**config.mk**
```make
export PLATFORM = sky130hd
export DESIGN_NAME = ggc_front
export DESIGN_NICKNAME = d
export VERILOG_FILES = /design/src/sv/ggc_pkg.sv /design/src/sv/ggc_front.sv
export SDC_FILE = /design/constraint.sdc
export NUM_CORES = 1
export LEC_CHECK = 0
export CORE_UTILIZATION = 40
export CTS_CLUSTER_SIZE = 16
export DETAILED_ROUTE_END_ITERATION = 10
export DONT_BUFFER_PORTS = 1
export GPL_TIMING_DRIVEN = 1
export PLACE_DENSITY = 0.52
export SYNTH_ARGS = -nofsm -noshare
export SYNTH_HDL_FRONTEND = slang
export SYNTH_SLANG_ARGS = --single-unit
export TNS_END_PERCENT = 10
```
**constraint.sdc**
```tcl
create_clock -name clk -period 6.61 [get_ports clk]
set_input_delay 1.322 -clock clk [delete_from_list [all_inputs] [get_ports clk]]
set_output_delay 1.322 -clock clk [all_outputs]
set_load 0.02 [all_outputs]
```
**src/sv/ggc_pkg.sv**
```systemverilog
// Shared constants, payload types and bit-search helpers for the greedy graph coloring block.
`timescale 1ns / 1ps
`default_nettype none

package ggc_pkg;

    localparam int MAX_NODES   = 64;
    // Vertex indices are 6 bits wide, so never more than 64 vertices in use.
    localparam int NODE_LIM    = (MAX_NODES < 64) ? MAX_NODES : 64;
    localparam int NODE_W      = $clog2(NODE_LIM);
    localparam int VTX_W       = 6;
    localparam int COLOR_W     = 6;
    localparam int NUM_COLORS  = 64;
    localparam int COUNT_W     = 7;
    localparam int COUNT_RESET = 64;
    localparam int QUEUE_DEPTH = 4;
    localparam int QPTR_W      = $clog2(QUEUE_DEPTH);

    localparam logic [1:0] OP_EDGE  = 2'd0;
    localparam logic [1:0] OP_CLEAR = 2'd1;
    localparam logic [1:0] OP_RUN   = 2'd2;

    typedef struct packed {
        logic [1:0]       opcode;
        logic [VTX_W-1:0] node_a;
        logic [VTX_W-1:0] node_b;
    } in_item_t;

    typedef struct packed {
        logic [VTX_W-1:0]   vertex;
        logic [COLOR_W-1:0] color;
        logic               last;
    } out_item_t;

    typedef enum logic [1:0] {
        CMD_EDGE,
        CMD_CLEAR,
        CMD_RUN
    } cmd_kind_t;

    // Edge: row is the higher endpoint, col the lower one.
    // Run: row is the index of the last vertex to color.
    typedef struct packed {
        cmd_kind_t         kind;
        logic [NODE_W-1:0] row;
        logic [NODE_W-1:0] col;
    } cmd_t;

    typedef struct packed {
        logic full;
        logic empty;
    } q_status_t;

    // Index of the lowest set bit; zero when none is set.
    function automatic logic [NODE_W-1:0] lowest_index(input logic [NODE_LIM-1:0] x);
        logic [NODE_LIM-1:0] onehot;
        logic [NODE_W-1:0]   idx;
        onehot = x & (~x + 1'b1);
        idx    = '0;
        for (int i = 0; i < NODE_LIM; i++) begin
            if (onehot[i])
            begin
                idx = idx | NODE_W'(i);
            end
        end
        return idx;
    endfunction

    // Smallest color not in the set, held to the top color when all lower ones are taken.
    function automatic logic [COLOR_W-1:0] first_free_color(input logic [NUM_COLORS-1:0] used);
        logic [NUM_COLORS-1:0] free;
        logic [NUM_COLORS-1:0] onehot;
        logic [COLOR_W-1:0]    idx;
        free                 = ~used;
        free[NUM_COLORS-1]   = 1'b1;
        onehot               = free & (~free + 1'b1);
        idx                  = '0;
        for (int i = 0; i < NUM_COLORS; i++) begin
            if (onehot[i])
            begin
                idx = idx | COLOR_W'(i);
            end
        end
        return idx;
    endfunction

endpackage

`default_nettype wire

```
**src/sv/ggc_front.sv**
```systemverilog
// Front end: node count register, transaction accept and command classification.
`timescale 1ns / 1ps
`default_nettype none

module ggc_front
    import ggc_pkg::*;
(
    input  wire logic               clk,
    input  wire logic               rst_n,
    input  wire logic               start,
    input  wire in_item_t           request,
    input  wire logic               cfg_we,
    input  wire logic [COUNT_W-1:0] cfg_data,
    input  wire q_status_t          q_stat,
    output logic                    busy,
    output logic                    push,
    output cmd_t                    push_cmd
);

    logic [COUNT_W-1:0] node_count_reg;
    logic [COUNT_W-1:0] lim;
    logic [COUNT_W-1:0] a_ext;
    logic [COUNT_W-1:0] b_ext;
    logic               edge_ok;
    logic               keep;

    always_ff @(posedge clk or negedge rst_n) begin
        if (!rst_n)
        begin
            node_count_reg <= COUNT_W'(COUNT_RESET);
        end
        else if (cfg_we)
        begin
            node_count_reg <= cfg_data;
        end
    end

    assign lim   = (node_count_reg > COUNT_W'(NODE_LIM)) ? COUNT_W'(NODE_LIM) : node_count_reg;
    assign a_ext = COUNT_W'(request.node_a);
    assign b_ext = COUNT_W'(request.node_b);
    assign edge_ok = (a_ext < lim) && (b_ext < lim) && (request.node_a != request.node_b);

    always_comb begin
        keep          = 1'b0;
        push_cmd.kind = CMD_EDGE;
        push_cmd.row  = '0;
        push_cmd.col  = '0;
        case (request.opcode)
            OP_EDGE:
            begin
                keep = edge_ok;
                // Only the lower triangle is kept: row holds the higher endpoint.
                if (request.node_a > request.node_b)
                begin
                    push_cmd.row = request.node_a[NODE_W-1:0];
                    push_cmd.col = request.node_b[NODE_W-1:0];
                end
                else
                begin
                    push_cmd.row = request.node_b[NODE_W-1:0];
                    push_cmd.col = request.node_a[NODE_W-1:0];
                end
            end
            OP_CLEAR:
            begin
                keep          = 1'b1;
                push_cmd.kind = CMD_CLEAR;
            end
            OP_RUN:
            begin
                keep          = (lim != '0);
                push_cmd.kind = CMD_RUN;
                push_cmd.row  = NODE_W'(lim - 1'b1);
            end
            default:
            begin
                keep = 1'b0;
            end
        endcase
    end

    assign busy = q_stat.full;
    assign push = start && !busy && keep;

endmodule

`default_nettype wire

```
==> impl_metrics.ini <==
[outcome]
outcome = finished, final reports clean

[die]
core_sq_um = 2590
num_rows = 18
ioPinCount = 43
dieWidth_um = 55.3
die_h_um = 55.3
die_area_sq_um = 3060
start_util_pct = 43.9

[logic_synthesis]
yosysUniqueCellTypes = 41
syn_avg_cell_area_sq_um = 8.24
syn-num-nets = 183
ys_seq_elements = 7
async_flop_share_pct = 100
yosysSeqAreaShare_pct = 15.5
yosysMostFrequentCell = ha_1
yosysWarnings = 0
synth_area_sq_um = 1140
synth_edf_count = 0
synthTopCellsByCount = 18 x ha_1, 13 x nand2_1, 12 x nor2_1
synth_largest_area_cell = ha_1
synth_area_leaders = ha_1 20%, dfrtp_1 13%, mux2i_1 7.9%, mux2_2 5.9%, nand2_1 4.3%
synthFlopType = dfrtp_1
synth_top_area_share_pct = 19.8
syn-instance-count = 138

[route]
firstDrtPassIters = 4
num_vias = 1030
dr.first_iter.drc_count = 27
antenna_left = 0
totalWireLength_mm = 2.73
wire_per_inst_um = 16.4
vias_per_cell = 6.20
post-route-drc-count = 0

[layout]
diodes = 0
instances_no_fill = 166
drive_gt1_share_pct = 11.0
finalNetCount = 182
largest_reg_flops = 7
area.growth.synth_to_final_pct = 2.64

[clock_tree]
cts_resized = 0
post_cts_buffers = 0
cts.sinks = 7
clock_latency_ps = 250
clk_pin_slew_ps = 50
cts-root-buf = clkbuf_4
cts_buffer_depth = 2
cts_made_buffers = 3
cts_tree = yes
cts-htree-levels = 1
postCtsHoldBufs = 0

[pwr]
p_leak_nw = 0.533
ir_drop_v = 0.0000839
p_per_area_nw_per_um2 = 152

[sta]
max-slew-margin-rel_pct = 53.1
fmax_ghz = 0.217
rsz0062_at_grt = false
finalSetupTns_ps = 0
finalClockSkew_ps = 0
tightestPinTransition_ps = 704
slew_violations = 0
period_needed_ps = 4600
setup_viol = 0
fin_crit_sh_pct = 69.7
finalHoldViolCount = 0

[global_routing]
antenna_found_initial = 0
first_global_vias = 1001
grt.total_usage_pct = 19.1
overflow = 0
grt_max_degree = 15
grt_pass1_wl_mm = 4.66

[placement]
place_congestion = 0.785
dp_cells = 162
dp_hpwl_mm = 2.29
port_buffers = 0

[setup_path]
critical_path_class = in -> out
critPathCaptureType = primary output
cp_data_required_time_ps = 5290
start_kind = input port
cp_max_fo = 11
arrival_ps = 3280

[job]
maxCapViolations = 0

[min_path]
hp-class = reg -> reg
report_power, final:
group,internal [mW],switching [mW]
sequential,0.0477,0.00597
combinational,0.0366,0.0489
clock,0.0230,0.0156
per-stage QoR:
| stage | power [mW] | instance area (sq um) | worst slack (ps) | utilization, % | hold slack, ps |
|---|---|---|---|---|---|
| 2_1_floorplan | 0.129 | 1140 | 2370 | - | 528 |
| 3_3_place_gp | 0.138 | 1140 | 2030 | 44.1 | 559 |
| 3_5_place_dp | 0.140 | 1140 | 2020 | 44.1 | 567 |
| 4_1_cts | 0.180 | 1170 | 2010 | 45.1 | 580 |
| 5_1_grt | 0.193 | 1170 | 1940 | 45.1 | 593 |
| 6_report | 0.178 | 1170 | 2010 | 45.1 | 576 |
kinds of logic after synthesis:
family,share of synthesized area [%]
AND/OR/NAND/NOR,21.5
AO/OA/AOI/OAI,21.1
adder cells (fa/ha/maj),19.8
buffers and inverters,5.94
multiplexers,13.9
flip-flops,15.5
XOR/XNOR,2.31
metal layers:
| metal | up-vias | GRT usage, % | share of wire (%) |
|---|---|---|---|
| met4 | 0 | 7.50 | 1.7 |
| met1 | 494 | 22.9 | 45 |
| met5 | - | 0 | 0 |
| met3 | 5 | 2.81 | 4.8 |
| met2 | 30 | 33.9 | 49 |
| li1 | 501 | - | - |
layout by cell type (no fill, tap or decap), types with 2 or more instances in the layout:
cell,n
nor2_1,12
clkbuf_4,3
o21ai_1,4
a31oi_1,3
mux2_2,6
dfrtp_1,6
a21oi_1,7
xor2_1,2
nand2_1,13
a21o_1,3
inv_1,9
mux2i_1,9
o21ai_0,2
o221ai_1,2
nor3_1,7
ha_1,18
nor2b_1,5
nand2b_1,3
cell type report:
type,count,area (sq um)
clock buffers,4,26.3
flip-flops and latches,7,176
fillers,287,1420
inverters,9,33.8
multi-input cells,116,893
well taps,30,37.5
worst max-delay path, cell delays in order:
cell and delay [ps]:
inv_1 20, ha_1 290, and4_1 260, o21a_4 150, o31ai_4 580, nor3_1 90
nor3_1 550
final timing paths:
kind                                        start                end  slack [ps]  depth (start not counted)
worst max register to register  node_count_reg[6]  node_count_reg[6]        5620                          2
worst min-delay path            node_count_reg[1]  node_count_reg[1]         580                          1
worst max-delay path                   request[5]       push_cmd[10]        2010                          7
worst min register to register  node_count_reg[1]  node_count_reg[1]         580                          1
max in group asynchronous                   rst_n  node_count_reg[6]        5680                          0
min in group asynchronous                   rst_n  node_count_reg[3]         760                          0
(Power assumes the default switching activity.)
