**src/sv/ggc_pkg.sv**
```systemverilog
// Shared constants, payload types and bit-search helpers for the greedy graph coloring block.
`timescale 1ns / 1ps
`default_nettype none

package ggc_pkg;

    localparam int MAX_NODES   = 64;
    // Vertex indices are 6 bits wide, so never more than 64 vertices in use.
    localparam int NODE_LIM    = (MAX_NODES < 64) ? MAX_NODES : 64;
    localparam int NODE_W      = $clog2(NODE_LIM);
    localparam int VTX_W       = 6;
    localparam int COLOR_W     = 6;
    localparam int NUM_COLORS  = 64;
    localparam int COUNT_W     = 7;
    localparam int COUNT_RESET = 64;
    localparam int QUEUE_DEPTH = 4;
    localparam int QPTR_W      = $clog2(QUEUE_DEPTH);

    localparam logic [1:0] OP_EDGE  = 2'd0;
    localparam logic [1:0] OP_CLEAR = 2'd1;
    localparam logic [1:0] OP_RUN   = 2'd2;

    typedef struct packed {
        logic [1:0]       opcode;
        logic [VTX_W-1:0] node_a;
        logic [VTX_W-1:0] node_b;
    } in_item_t;

    typedef struct packed {
        logic [VTX_W-1:0]   vertex;
        logic [COLOR_W-1:0] color;
        logic               last;
    } out_item_t;

    typedef enum logic [1:0] {
        CMD_EDGE,
        CMD_CLEAR,
        CMD_RUN
    } cmd_kind_t;

    // Edge: row is the higher endpoint, col the lower one.
    // Run: row is the index of the last vertex to color.
    typedef struct packed {
        cmd_kind_t         kind;
        logic [NODE_W-1:0] row;
        logic [NODE_W-1:0] col;
    } cmd_t;

    typedef struct packed {
        logic full;
        logic empty;
    } q_status_t;

    // Index of the lowest set bit; zero when none is set.
    function automatic logic [NODE_W-1:0] lowest_index(input logic [NODE_LIM-1:0] x);
        logic [NODE_LIM-1:0] onehot;
        logic [NODE_W-1:0]   idx;
        onehot = x & (~x + 1'b1);
        idx    = '0;
        for (int i = 0; i < NODE_LIM; i++) begin
            if (onehot[i])
            begin
                idx = idx | NODE_W'(i);
            end
        end
        return idx;
    endfunction

    // Smallest color not in the set, held to the top color when all lower ones are taken.
    function automatic logic [COLOR_W-1:0] first_free_color(input logic [NUM_COLORS-1:0] used);
        logic [NUM_COLORS-1:0] free;
        logic [NUM_COLORS-1:0] onehot;
        logic [COLOR_W-1:0]    idx;
        free                 = ~used;
        free[NUM_COLORS-1]   = 1'b1;
        onehot               = free & (~free + 1'b1);
        idx                  = '0;
        for (int i = 0; i < NUM_COLORS; i++) begin
            if (onehot[i])
            begin
                idx = idx | COLOR_W'(i);
            end
        end
        return idx;
    endfunction

endpackage

`default_nettype wire

```
**src/sv/ggc_queue.sv**
```systemverilog
// Short command queue between the front end and the execution engine.
`timescale 1ns / 1ps
`default_nettype none

module ggc_queue
    import ggc_pkg::*;
(
    input  wire logic clk,
    input  wire logic rst_n,
    input  wire logic push,
    input  wire cmd_t push_cmd,
    input  wire logic pop,
    output cmd_t      head,
    output q_status_t stat
);

    cmd_t              entries_reg [QUEUE_DEPTH];
    logic [QPTR_W-1:0] wr_ptr_reg;
    logic [QPTR_W-1:0] rd_ptr_reg;
    logic [QPTR_W:0]   count_reg;
    logic [QPTR_W:0]   count_next;

    always_ff @(posedge clk) begin
        if (push)
        begin
            entries_reg[wr_ptr_reg] <= push_cmd;
        end
    end

    always_comb begin
        case ({push, pop})
            2'b10:   count_next = count_reg + 1'b1;
            2'b01:   count_next = count_reg - 1'b1;
            default: count_next = count_reg;
        endcase
    end

    always_ff @(posedge clk or negedge rst_n) begin
        if (!rst_n)
        begin
            wr_ptr_reg <= '0;
            rd_ptr_reg <= '0;
            count_reg  <= '0;
        end
        else
        begin
            if (push)
            begin
                wr_ptr_reg <= wr_ptr_reg + 1'b1;
            end
            if (pop)
            begin
                rd_ptr_reg <= rd_ptr_reg + 1'b1;
            end
            count_reg <= count_next;
        end
    end

    assign head       = entries_reg[rd_ptr_reg];
    assign stat.full  = (count_reg == (QPTR_W + 1)'(QUEUE_DEPTH));
    assign stat.empty = (count_reg == '0);

endmodule

`default_nettype wire

```
**config.mk**
```make
export PLATFORM = sky130hd
export DESIGN_NAME = ggc_queue
export DESIGN_NICKNAME = d
export VERILOG_FILES = /design/src/sv/ggc_pkg.sv /design/src/sv/ggc_queue.sv
export SDC_FILE = /design/constraint.sdc
export NUM_CORES = 1
export LEC_CHECK = 0
export ABC_AREA = 1
export BUFFER_PORTS_ARGS = -buffer_cell sky130_fd_sc_hd__clkbuf_2
export CAP_MARGIN = 20
export CORE_ASPECT_RATIO = 1.25
export CORE_MARGIN = 5
export CORE_UTILIZATION = 51
export DETAILED_ROUTE_END_ITERATION = 6
export GPL_TIMING_DRIVEN = 0
export PLACE_DENSITY = 0.79
export RECOVER_POWER = 50
export REMOVE_ABC_BUFFERS = 1
export SYNTH_ARGS = -nofsm -noshare
export SYNTH_HDL_FRONTEND = slang
export SYNTH_SLANG_ARGS = --single-unit
```
**constraint.sdc**
```tcl
create_clock -name clk -period 1.2 [get_ports clk]
set_input_delay 0.12 -clock clk [delete_from_list [all_inputs] [get_ports clk]]
set_output_delay 0.12 -clock clk [all_outputs]
set_load 0.01 [all_outputs]
```
==> impl_metrics.env, run 1 <==
export IMPL_layout_drive_gt1_share_pct=38.2
export IMPL_status="complete, but fails checks"
export IMPL_fp_dieArea_um2=6950
export IMPL_detailroute_via_count=1762
export IMPL_drv_cap=0
export IMPL_synth_cell_types=19
export IMPL_cp_arrival_ns=1.48
export IMPL_synth_ff_latch_count=63
export IMPL_post_synth_xor_area_fraction_pct=1.28
export IMPL_clock_latency_ns=0.34
export IMPL_cp_slowest_cell="sky130_fd_sc_hd__dfrtp_4"
export IMPL_min_delay_start="pop"
export IMPL_synth_compound_gate_area_share_pct=10.6
export IMPL_category_of_the_worst_setup_path_capture_point="output port"
export IMPL_cts_made_buffers=9
export IMPL_max_clock_freq_mhz=626
export IMPL_layout_area_seq_um2=1870
export IMPL_floorplan_die_width_um=75.6
export IMPL_drt_antenna_violating_nets=0
export IMPL_tritoncts="built"
export IMPL_violations_in_the_final_reports="setup timing"
export IMPL_final_setup_violating_endpoints=73
export IMPL_dieHeight_um=92.0
export IMPL_timing_final_max_slew_violations=0
export IMPL_num_antenna_cells=0
export IMPL_first_global_vias=1754
export IMPL_drc=0
export IMPL_detailed_placement_wirelength_estimate_mm=2.80
export IMPL_finalWirelength_mm=5.98
export IMPL_report_power_total_mw=9.20
export IMPL_post_drt_wl_per_cell_um=17.1
export IMPL_synth_area_leaders="sky130_fd_sc_hd__edfxtp_1 61%, sky130_fd_sc_hd__nand2_1 6.6%, sky130_fd_sc_hd__dfrtp_1 6.4%"
export IMPL_min_path_type="input pin to flip-flop"
export IMPL_cts_sinks=63
export IMPL_area_of_the_multi_input_gates_um2=742
export IMPL_gr_usage_all_layers_pct=16.1
export IMPL_critical_path_max_fanout=20
export IMPL_postSynthAreaPerCell_um2=13.0
export IMPL_grt_setup_unrepaired="yes"
export IMPL_cell_type_contributing_the_most_total_cell_area_after_synthesis="sky130_fd_sc_hd__edfxtp_1"
export IMPL_grt_overflow_total=0
export IMPL_io_pins=34
export IMPL_grt_antenna_before_repair=0
export IMPL_cellLeakagePower_nw=1.54
export IMPL_power_dens_cells_nw_per_um2=2460
export IMPL_finalWorstPathRequiredPeriod_ns=1.60
export IMPL_largest_family_of_logic_cells_by_synthesized_area="compound AO/OA/AOI/OAI gates"
export IMPL_viasPerCell=5.03
export IMPL_post_synth_mux_area_share_pct=0
export IMPL_total_cell_area_at_the_placement_stage_um2=2920
export IMPL_worst_slew_pin_transition_ns=0.406
export IMPL_skew_ns=0.00357
export IMPL_finalWorstSetupSlack_ns=-0.398
export IMPL_setup_tns_ns=-15.44
export IMPL_num_nets_final=307
export IMPL_layout_cells_most_common="sky130_fd_sc_hd__edfxtp_1"
export IMPL_core_um2=5150
export IMPL_last_weighted_congestion_value_of_the_routability_driven_placer=0.676
export IMPL_critical_path_reg2reg_startpoint="wr_ptr_reg[0]$_DFFE_PN0P_"
export IMPL_drt_pass1_iterations=4
export IMPL_filler_cell_count=326
export IMPL_ys_warn_count=0
export IMPL_cts_max_level=3
export IMPL_synth_seq_area_share_pct=67.7
export IMPL_crit_path_start="rd_ptr_reg[0]$_DFFE_PN0P_"
export IMPL_final_period_utilization_pct=133
export IMPL_critical_path_max_stage_delay_ns=0.53
export IMPL_clk_transition_reported_paths_ns=0.07
export IMPL_post_synth_top_area_fraction_pct=61.3
export IMPL_rows=29
export IMPL_vdd_ir_drop_worst_mv=1.99
export IMPL_kind_of_critical_path="flip-flop to output port"
export IMPL_largest_register_ff_count=56
export IMPL_finalNonFillerCells=350
export IMPL_synth_fa_ha_area_share_pct=3.01
export IMPL_grt_max_degree=41
export IMPL_global_route_wire_length_before_repair_mm=8.02
export IMPL_hold_violations=0
export IMPL_initial_utilization_pct=53.2
export IMPL_netlist_instances=211
export IMPL_clockBufferDepth=2
export IMPL_timing_critical_path_required_ns=1.08
export IMPL_startpoint_type="flip-flop"
export IMPL_syn_to_final_growth_pct=36.6
export IMPL_timing_max_slew_rel_slack_pct=72.9
export IMPL_dp_cells=298
export IMPL_cells_along_the_critical_path="buf_12, o211ai_1, nand2_1, clkbuf_2"
export IMPL_postLayoutCellArea_um2=3750
export IMPL_port_buffers=33
export IMPL_drtIter0Drc=87
export IMPL_post_synth_and_or_nand_nor_area_fraction_pct=8.49
export IMPL_mostFrequentLayoutCells="56 x sky130_fd_sc_hd__edfxtp_1, 42 x sky130_fd_sc_hd__nand2_1, 31 x sky130_fd_sc_hd__inv_1"
export IMPL_clock_tree_root_cell="sky130_fd_sc_hd__clkbuf_8"
export IMPL_synth_area_um2=2740
export IMPL_whs_ns=0.0750
[Yosys cell counts]
master,instances
sky130_fd_sc_hd__o211ai_2,14
sky130_fd_sc_hd__buf_12,2
sky130_fd_sc_hd__xor2_1,3
sky130_fd_sc_hd__buf_2,5
sky130_fd_sc_hd__inv_1,41
sky130_fd_sc_hd__o211ai_1,14
sky130_fd_sc_hd__edfxtp_1,56
sky130_fd_sc_hd__dfrtp_1,7
sky130_fd_sc_hd__o21ai_0,2
sky130_fd_sc_hd__ha_1,5
sky130_fd_sc_hd__inv_2,1
sky130_fd_sc_hd__nor3_1,2
sky130_fd_sc_hd__nand2_2,5
sky130_fd_sc_hd__nand3_1,1
sky130_fd_sc_hd__xnor2_1,1
sky130_fd_sc_hd__fa_1,1
sky130_fd_sc_hd__buf_6,2
sky130_fd_sc_hd__nand2_1,48
sky130_fd_sc_hd__nand4_1,1
[critical path, delay by kind of cell (launching register included)]
| family | cells | cell delay, ns |
|---|---|---|
| AOI/OAI and AO/OA | 1 | 0.20 |
| buffers and inverters | 2 | 0.31 |
| DFF | 1 | 0.53 |
| and+or+nand+nor | 1 | 0.10 |
[final timing paths]
path | end | slack (ns) | cells after the start
max reg2reg | entries_reg[3][7]$_DFFE_PP_ | -0.22 | 5
max | head[2] | -0.40 | 4
max in group asynchronous | rd_ptr_reg[0]$_DFFE_PN0P_ | 0.67 | 2
min reg2reg | count_reg[1]$_DFFE_PN0P_ | 0.58 | 2
min | rd_ptr_reg[1]$_DFFE_PN0P_ | 0.07 | 3
min in group asynchronous | count_reg[2]$_DFFE_PN0P_ | 0.22 | 2
[power breakdown]
group / switching, mW / internal, mW
sequential: 0.338 / 2.94
combinational: 2.10 / 1.86
clock: 0.803 / 1.15
[final cells by class]
type / count / area share [%]
clock buffers: 9 / 3.31
clock inverters: 7 / 2.34
inverters: 42 / 5.21
multi-input cells: 97 / 19.8
flip-flops and latches: 63 / 49.9
well taps: 62 / 2.07
repair buffers: 70 / 17.4
[cells by family after synthesis]
logic type / after synthesis
and+or+nand+nor: 57
buffers and inverters: 51
DFF: 63
AOI/OAI and AO/OA: 30
adders and majority gates: 6
xor gates and xnor gates: 4
[metrics by stage]
stage | worst slack, ns | utilization (%)
floorplan | -0.693 | -
global placement | -1.15 | 56.2
detailed placement | -0.418 | 56.7
CTS | -0.382 | 67.8
global route | -0.488 | 72.7
finish | -0.398 | 72.7
[repair_timing]
item	4_1_cts	5_1_grt
gates cloned	0	5
setup endpoints to repair	75	74
hold endpoints to repair	60	0
buffers inserted	13	3
hold buffers	15	0
pin swaps	6	8
resized for setup	25	32
[per-layer routing]
metal / global-route usage (%) / part of all wire [%] / routed length (um)
met1: 18.4 / 39 / 2330
met2: 26.5 / 55 / 3300
met3: 4.70 / 4.6 / 278
met4: 8.45 / 1.3 / 75
met5: 0 / 0 / 0
(Power assumes the default switching activity.)
==> inputs of run 2 (changes only) <==
--- a/config.mk
+++ b/config.mk
@@ -8,7 +8,7 @@
 export ABC_AREA = 1
 export BUFFER_PORTS_ARGS = -buffer_cell sky130_fd_sc_hd__clkbuf_2
 export CAP_MARGIN = 20
-export CORE_ASPECT_RATIO = 1.25
+export CORE_ASPECT_RATIO = 2
 export CORE_MARGIN = 5
 export CORE_UTILIZATION = 51
 export DETAILED_ROUTE_END_ITERATION = 6
==> run 2 against run 1 <==
Compared with the run above:
- global-route usage is 0.36 points higher
- the run still ends with setup timing left
- combinational power decreased by 11%
- critical path depth unchanged
- via count is 1.4% lower
- cell count shrank 5.1%
- non-clock buffer count down 14
- clock skew up 0.0054 ns
- largest cell class unchanged
- wire length is 8.2% lower
- die area up 1.2%
- hold slack got worse by 0.028 ns
- critical endpoint is now head[6]
==> impl_metrics.env, run 2 (synthesis gave the netlist of run 1 again) <==
export IMPL_drtIter0Drc=56
export IMPL_grt_max_degree=22
export IMPL_layout_area_seq_um2=1870
export IMPL_startpoint_type="flip-flop"
export IMPL_max_clock_freq_mhz=616
export IMPL_worst_reg_to_reg_cells=5
export IMPL_viasPerCell=5.23
export IMPL_floorplan_die_width_um=61.9
export IMPL_layout_drive_gt1_share_pct=39.1
export IMPL_status="complete, but fails checks"
export IMPL_timing_final_max_slew_violations=0
export IMPL_cellLeakagePower_nw=1.43
export IMPL_detailed_placement_wirelength_estimate_mm=2.98
export IMPL_r2r_slack_ns=-0.15
export IMPL_initial_utilization_pct=52.9
export IMPL_clk_transition_reported_paths_ns=0.07
export IMPL_fp_dieArea_um2=7030
export IMPL_drt_pass1_iterations=4
export IMPL_cts_max_level=3
export IMPL_finalWorstSetupSlack_ns=-0.423
export IMPL_final_setup_violating_endpoints=72
export IMPL_filler_cell_count=361
export IMPL_first_global_vias=1730
export IMPL_global_route_wire_length_before_repair_mm=8.16
export IMPL_critPathTopFamily="flip-flops"
export IMPL_category_of_the_worst_setup_path_capture_point="output port"
export IMPL_tritoncts="built"
export IMPL_kind_of_critical_path="flip-flop to output port"
export IMPL_min_path_type="input pin to flip-flop"
export IMPL_report_power_total_mw=8.36
export IMPL_critical_path_max_fanout=15
export IMPL_grt_antenna_before_repair=0
export IMPL_layout_cells_most_common="sky130_fd_sc_hd__edfxtp_1"
export IMPL_grt_overflow_total=0
export IMPL_power_dens_cells_nw_per_um2=2380
export IMPL_clock_latency_ns=0.34
export IMPL_cp_arrival_ns=1.50
export IMPL_timing_critical_path_required_ns=1.08
export IMPL_drt_antenna_violating_nets=0
export IMPL_core_um2=5180
export IMPL_critical_path_buf_inv_count=2
export IMPL_num_nets_final=293
export IMPL_cts_sinks=63
export IMPL_finalWirelength_mm=5.49
export IMPL_syn_to_final_growth_pct=27.8
export IMPL_last_weighted_congestion_value_of_the_routability_driven_placer=0.741
export IMPL_drc=0
export IMPL_hold_violations=0
export IMPL_cells_along_the_critical_path="buf_6, o211ai_1, nand2_1, clkbuf_2"
export IMPL_critical_path_max_stage_delay_ns=0.53
export IMPL_worst_path_stages=4
export IMPL_setup_tns_ns=-10.73
export IMPL_whs_ns=0.0468
export IMPL_rows=37
export IMPL_post_route_util_pct=67.6
export IMPL_total_cell_area_at_the_placement_stage_um2=2910
export IMPL_mostFrequentLayoutCells="56 x sky130_fd_sc_hd__edfxtp_1, 39 x sky130_fd_sc_hd__nand2_1, 31 x sky130_fd_sc_hd__inv_1"
export IMPL_area_of_the_multi_input_gates_um2=731
export IMPL_crit_path_start="rd_ptr_reg[0]$_DFFE_PN0P_"
export IMPL_cts_made_buffers=9
export IMPL_num_antenna_cells=0
export IMPL_clockBufferDepth=2
export IMPL_clock_tree_root_cell="sky130_fd_sc_hd__clkbuf_8"
export IMPL_largest_register_ff_count=56
export IMPL_skew_ns=0.00902
export IMPL_vdd_ir_drop_worst_mv=1.59
export IMPL_io_pins=34
export IMPL_post_drt_wl_per_cell_um=16.5
export IMPL_finalWorstPathRequiredPeriod_ns=1.62
export IMPL_rr_endpoint="entries_reg[1][10]$_DFFE_PP_"
export IMPL_worstSetupEndpoint="head[6]"
export IMPL_grt_setup_unrepaired="yes"
export IMPL_final_period_utilization_pct=135
export IMPL_worst_slew_pin_transition_ns=0.268
export IMPL_detailroute_via_count=1737
export IMPL_cp_slowest_cell="sky130_fd_sc_hd__dfrtp_4"
export IMPL_port_buffers=33
export IMPL_drv_cap=0
export IMPL_critical_path_reg2reg_startpoint="wr_ptr_reg[0]$_DFFE_PN0P_"
export IMPL_gr_usage_all_layers_pct=16.5
export IMPL_violations_in_the_final_reports="setup timing"
export IMPL_timing_max_slew_rel_slack_pct=82.2
export IMPL_postLayoutCellArea_um2=3510
export IMPL_dieHeight_um=114
run 2: cell count changes in the layout (fill, tap and decap cells not counted), moves of 3 or more:
cell / previous run / this run
sky130_fd_sc_hd__dlygate4sd3_1: 15 / 6
sky130_fd_sc_hd__nand2_2: 7 / 12
sky130_fd_sc_hd__buf_2: 7 / 3
sky130_fd_sc_hd__clkinv_2: 1 / 5
sky130_fd_sc_hd__buf_4: 8 / 5
sky130_fd_sc_hd__clkbuf_1: 9 / 12
sky130_fd_sc_hd__clkbuf_2: 17 / 20
sky130_fd_sc_hd__nand2_1: 42 / 39
run 2: final cells by class:
class / count / area share, %
Clock buffer: 11 / 3.75
Sequential cell: 63 / 53.3
Clock inverter: 5 / 0.714
Tap cell: 58 / 2.07
Inverter: 42 / 5.42
Multi-Input combinational cell: 97 / 20.8
Timing Repair Buffer: 56 / 13.9
run 2: per-layer routing:
layer  GRT usage [%]  routed length, um  vias up
met5               0                  0        -
met4            9.21                158        0
met3            4.08                215       16
met2            28.8               3180       45
met1            16.7               1940      840
li1                -                  -      836
run 2: per-stage QoR:
stage               instances  setup slack [ns]
floorplan                 202            -0.693
global placement          293             -1.19
detailed placement        294            -0.389
CTS                       328            -0.393
global route              332            -0.464
finish                    332            -0.423
run 2: worst min-delay path by stage:
stage	from	slack, ns	cells after the start	to
CTS	push_cmd[11]	0.0003	1	entries_reg[0][11]$_DFFE_PP_
global placement	rst_n	-0.03	1	count_reg[2]$_DFFE_PN0P_
global route	push_cmd[10]	0.07	1	entries_reg[3][10]$_DFFE_PP_
detailed placement	rst_n	-0.03	1	count_reg[2]$_DFFE_PN0P_
finish	pop	0.05	3	rd_ptr_reg[1]$_DFFE_PN0P_
floorplan	rst_n	-0.18	0	count_reg[0]$_DFFE_PN0P_
run 2: worst min-delay path, cell delays in order:
cell                       delay (ns)
sky130_fd_sc_hd__clkbuf_2        0.10
sky130_fd_sc_hd__nand2_1         0.08
sky130_fd_sc_hd__xor2_1          0.06
run 2: timing repair:
item                                    in CTS  in global routing
endpoints found under the setup margin      75                 75
hold buffers                                 6                  0
hold endpoints to repair                    24                  0
gates resized for setup                     28                 25
setup buffers                               11                  1
cloned                                       1                  3
pin swaps                                    9                 12
run 2: power by group:
part	switching [mW]	total (mW)	internal, mW
sequential	0.403	3.35	2.94
combinational	1.92	3.55	1.63
clock	0.733	1.46	0.730
total	3.06	8.36	5.30
==> inputs of run 3 (changes only) <==
--- a/config.mk
+++ b/config.mk
@@ -10,10 +10,10 @@
 export CAP_MARGIN = 20
 export CORE_ASPECT_RATIO = 2
 export CORE_MARGIN = 5
-export CORE_UTILIZATION = 51
+export CORE_UTILIZATION = 57
 export DETAILED_ROUTE_END_ITERATION = 6
 export GPL_TIMING_DRIVEN = 0
-export PLACE_DENSITY = 0.79
+export PLACE_DENSITY = 0.84
 export RECOVER_POWER = 50
 export REMOVE_ABC_BUFFERS = 1
 export SYNTH_ARGS = -nofsm -noshare
==> constraint.sdc (replaced) <==
create_clock -name clk -period 1.5 [get_ports clk]
set_input_delay 0.15 -clock clk [delete_from_list [all_inputs] [get_ports clk]]
set_output_delay 0.15 -clock clk [all_outputs]
set_load 0.01 [all_outputs]
==> run 3 against run 2 <==
Compared with the run above:
- the run still ends with setup timing left
- non-clock buffer count shrank 5
- clock power decreased by 8%
- global-route usage rose by 2.0 points
- flip-flop and latch count is the same
- clock-buffer cell count decreased by 1
- wire length is 0.47% lower
- combinational power fell by 16%
==> impl_metrics.env, run 3 (synthesis gave the netlist of run 1 again) <==
export IMPL_timing_max_slew_rel_slack_pct=72.1
export IMPL_worst_slew_pin_transition_ns=0.418
export IMPL_dieHeight_um=108
export IMPL_detailed_placement_wirelength_estimate_mm=2.86
export IMPL_timing_final_max_slew_violations=0
export IMPL_cells_along_the_critical_path="buf_4, o211ai_1, nand2_1, clkbuf_2"
export IMPL_cts_made_buffers=9
export IMPL_cp_arrival_ns=1.42
export IMPL_critical_path_buf_inv_count=2
export IMPL_post_drt_wl_per_cell_um=16.9
export IMPL_final_period_utilization_pct=104
export IMPL_drt_antenna_violating_nets=0
export IMPL_fp_dieArea_um2=6380
export IMPL_finalNonFillerCells=324
export IMPL_tritoncts="built"
export IMPL_first_global_vias=1780
export IMPL_grt_setup_unrepaired="yes"
export IMPL_drtIter0Drc=48
export IMPL_io_pins=34
export IMPL_global_route_wire_length_before_repair_mm=8.51
export IMPL_clock_latency_ns=0.33
export IMPL_kind_of_critical_path="flip-flop to output port"
export IMPL_core_um2=4640
export IMPL_hold_violations=0
export IMPL_num_antenna_cells=0
export IMPL_clk_transition_reported_paths_ns=0.06
export IMPL_rows=35
export IMPL_startpoint_type="flip-flop"
export IMPL_finalWorstPathRequiredPeriod_ns=1.57
export IMPL_status="complete, but fails checks"
export IMPL_grt_overflow_total=0
export IMPL_dp_cells=291
export IMPL_min_path_type="input pin to flip-flop"
export IMPL_layout_cells_most_common="sky130_fd_sc_hd__edfxtp_1"
export IMPL_last_weighted_congestion_value_of_the_routability_driven_placer=0.731
export IMPL_vdd_ir_drop_worst_mv=1.50
export IMPL_drt_pass1_iterations=4
export IMPL_clockBufferDepth=2
export IMPL_grt_antenna_before_repair=0
export IMPL_cts_sinks=63
export IMPL_postLayoutCellArea_um2=3410
export IMPL_finalWorstSetupSlack_ns=-0.0660
export IMPL_drc=0
export IMPL_gr_usage_all_layers_pct=18.5
export IMPL_cp_slowest_cell="sky130_fd_sc_hd__dfrtp_2"
export IMPL_port_buffers=33
export IMPL_critical_path_max_stage_delay_ns=0.45
export IMPL_floorplan_die_width_um=59.1
export IMPL_critical_path_max_fanout=12
export IMPL_grt_max_degree=24
export IMPL_finalWirelength_mm=5.47
export IMPL_layout_drive_gt1_share_pct=29.4
export IMPL_initial_utilization_pct=59.1
export IMPL_clock_tree_root_cell="sky130_fd_sc_hd__clkbuf_8"
export IMPL_category_of_the_worst_setup_path_capture_point="output port"
export IMPL_final_setup_violating_endpoints=13
export IMPL_drv_cap=0
export IMPL_largest_register_ff_count=56
export IMPL_cellLeakagePower_nw=1.42
export IMPL_viasPerCell=5.32
export IMPL_pre_cts_slack_ns=-0.0837
export IMPL_cts_max_level=3
export IMPL_mostFrequentLayoutCells="56 x sky130_fd_sc_hd__edfxtp_1, 42 x sky130_fd_sc_hd__nand2_1, 37 x sky130_fd_sc_hd__inv_1"
export IMPL_critPathTopFamily="flip-flops"
export IMPL_skew_ns=0.00905
export IMPL_power_dens_cells_nw_per_um2=2030
export IMPL_total_cell_area_at_the_placement_stage_um2=2910
export IMPL_timing_critical_path_required_ns=1.35
export IMPL_num_nets_final=288
export IMPL_violations_in_the_final_reports="setup timing"
export IMPL_syn_to_final_growth_pct=24.4
export IMPL_max_clock_freq_mhz=639
export IMPL_detailroute_via_count=1724
## run 3: cell types whose count changed in the layout (fill, tap and decap cells not counted), moves of 4 or more
cell / delta
sky130_fd_sc_hd__clkbuf_1: +4
sky130_fd_sc_hd__buf_2: +4
sky130_fd_sc_hd__inv_2: -4
sky130_fd_sc_hd__nand2_2: -5
sky130_fd_sc_hd__dlygate4sd3_1: -5
sky130_fd_sc_hd__dfrtp_1: +4
sky130_fd_sc_hd__inv_1: +6
sky130_fd_sc_hd__clkbuf_2: -9
sky130_fd_sc_hd__ha_1: +4
## run 3: routing by layer
metal / GRT usage (%) / wire length (um) / up-vias
li1: - / - / 821
met2: 32.7 / 3050 / 46
met3: 3.46 / 250 / 22
met1: 19.3 / 1940 / 835
met4: 11.5 / 231 / 0
met5: 0 / 0 / -
## run 3: where the power goes
group	total [mW]	switching (mW)	internal (mW)
logic	2.99	1.61	1.39
clock network	1.34	0.593	0.745
registers	2.58	0.240	2.34
## run 3: cell type report
type / count / area [um2]
well taps: 55 / 68.8
multi-input cells: 97 / 676
fillers: 307 / 1230
inverters: 42 / 185
clock buffers: 10 / 128
flip-flops and latches: 63 / 1860
clock inverters: 6 / 51.3
repair buffers: 51 / 440
## run 3: worst paths after layout
kind                                           start                          end  slack (ns)  depth (start not counted)
max                        rd_ptr_reg[0]$_DFFE_PN0P_                      head[5]       -0.07                          4
min                                              pop    rd_ptr_reg[0]$_DFFE_PN0P_        0.06                          2
max reg2reg                wr_ptr_reg[0]$_DFFE_PN0P_  entries_reg[3][3]$_DFFE_PP_        0.11                          3
min reg2reg                wr_ptr_reg[0]$_DFFE_PN0P_    wr_ptr_reg[0]$_DFFE_PN0P_        0.53                          1
max in group asynchronous                      rst_n    rd_ptr_reg[1]$_DFFE_PN0P_        0.91                          2
min in group asynchronous                      rst_n     count_reg[2]$_DFFE_PN0P_        0.27                          2
## run 3: timing repair
action | CTS | global route
hold buffers | 1 | 0
gates resized for setup | 18 | 14
hold endpoints to repair | 7 | 0
endpoints found under the setup margin | 56 | 70
cloned | 3 | 1
setup buffers | 8 | 4
pin swaps | 10 | 10
## run 3: through the flow
stage          hold WS, ns  setup TNS (ns)  power [mW]  util (%)
6_report            0.0622          -0.660        6.91      73.5
5_1_grt             0.0654           -1.46        7.30      73.5
4_1_cts             0.0194          -0.788        6.66      71.4
3_5_place_dp       0.00273           -2.36        4.65      62.7
3_3_place_gp       0.00268          -14.30        4.51      62.2
2_1_floorplan       -0.146           -6.50        3.89         -
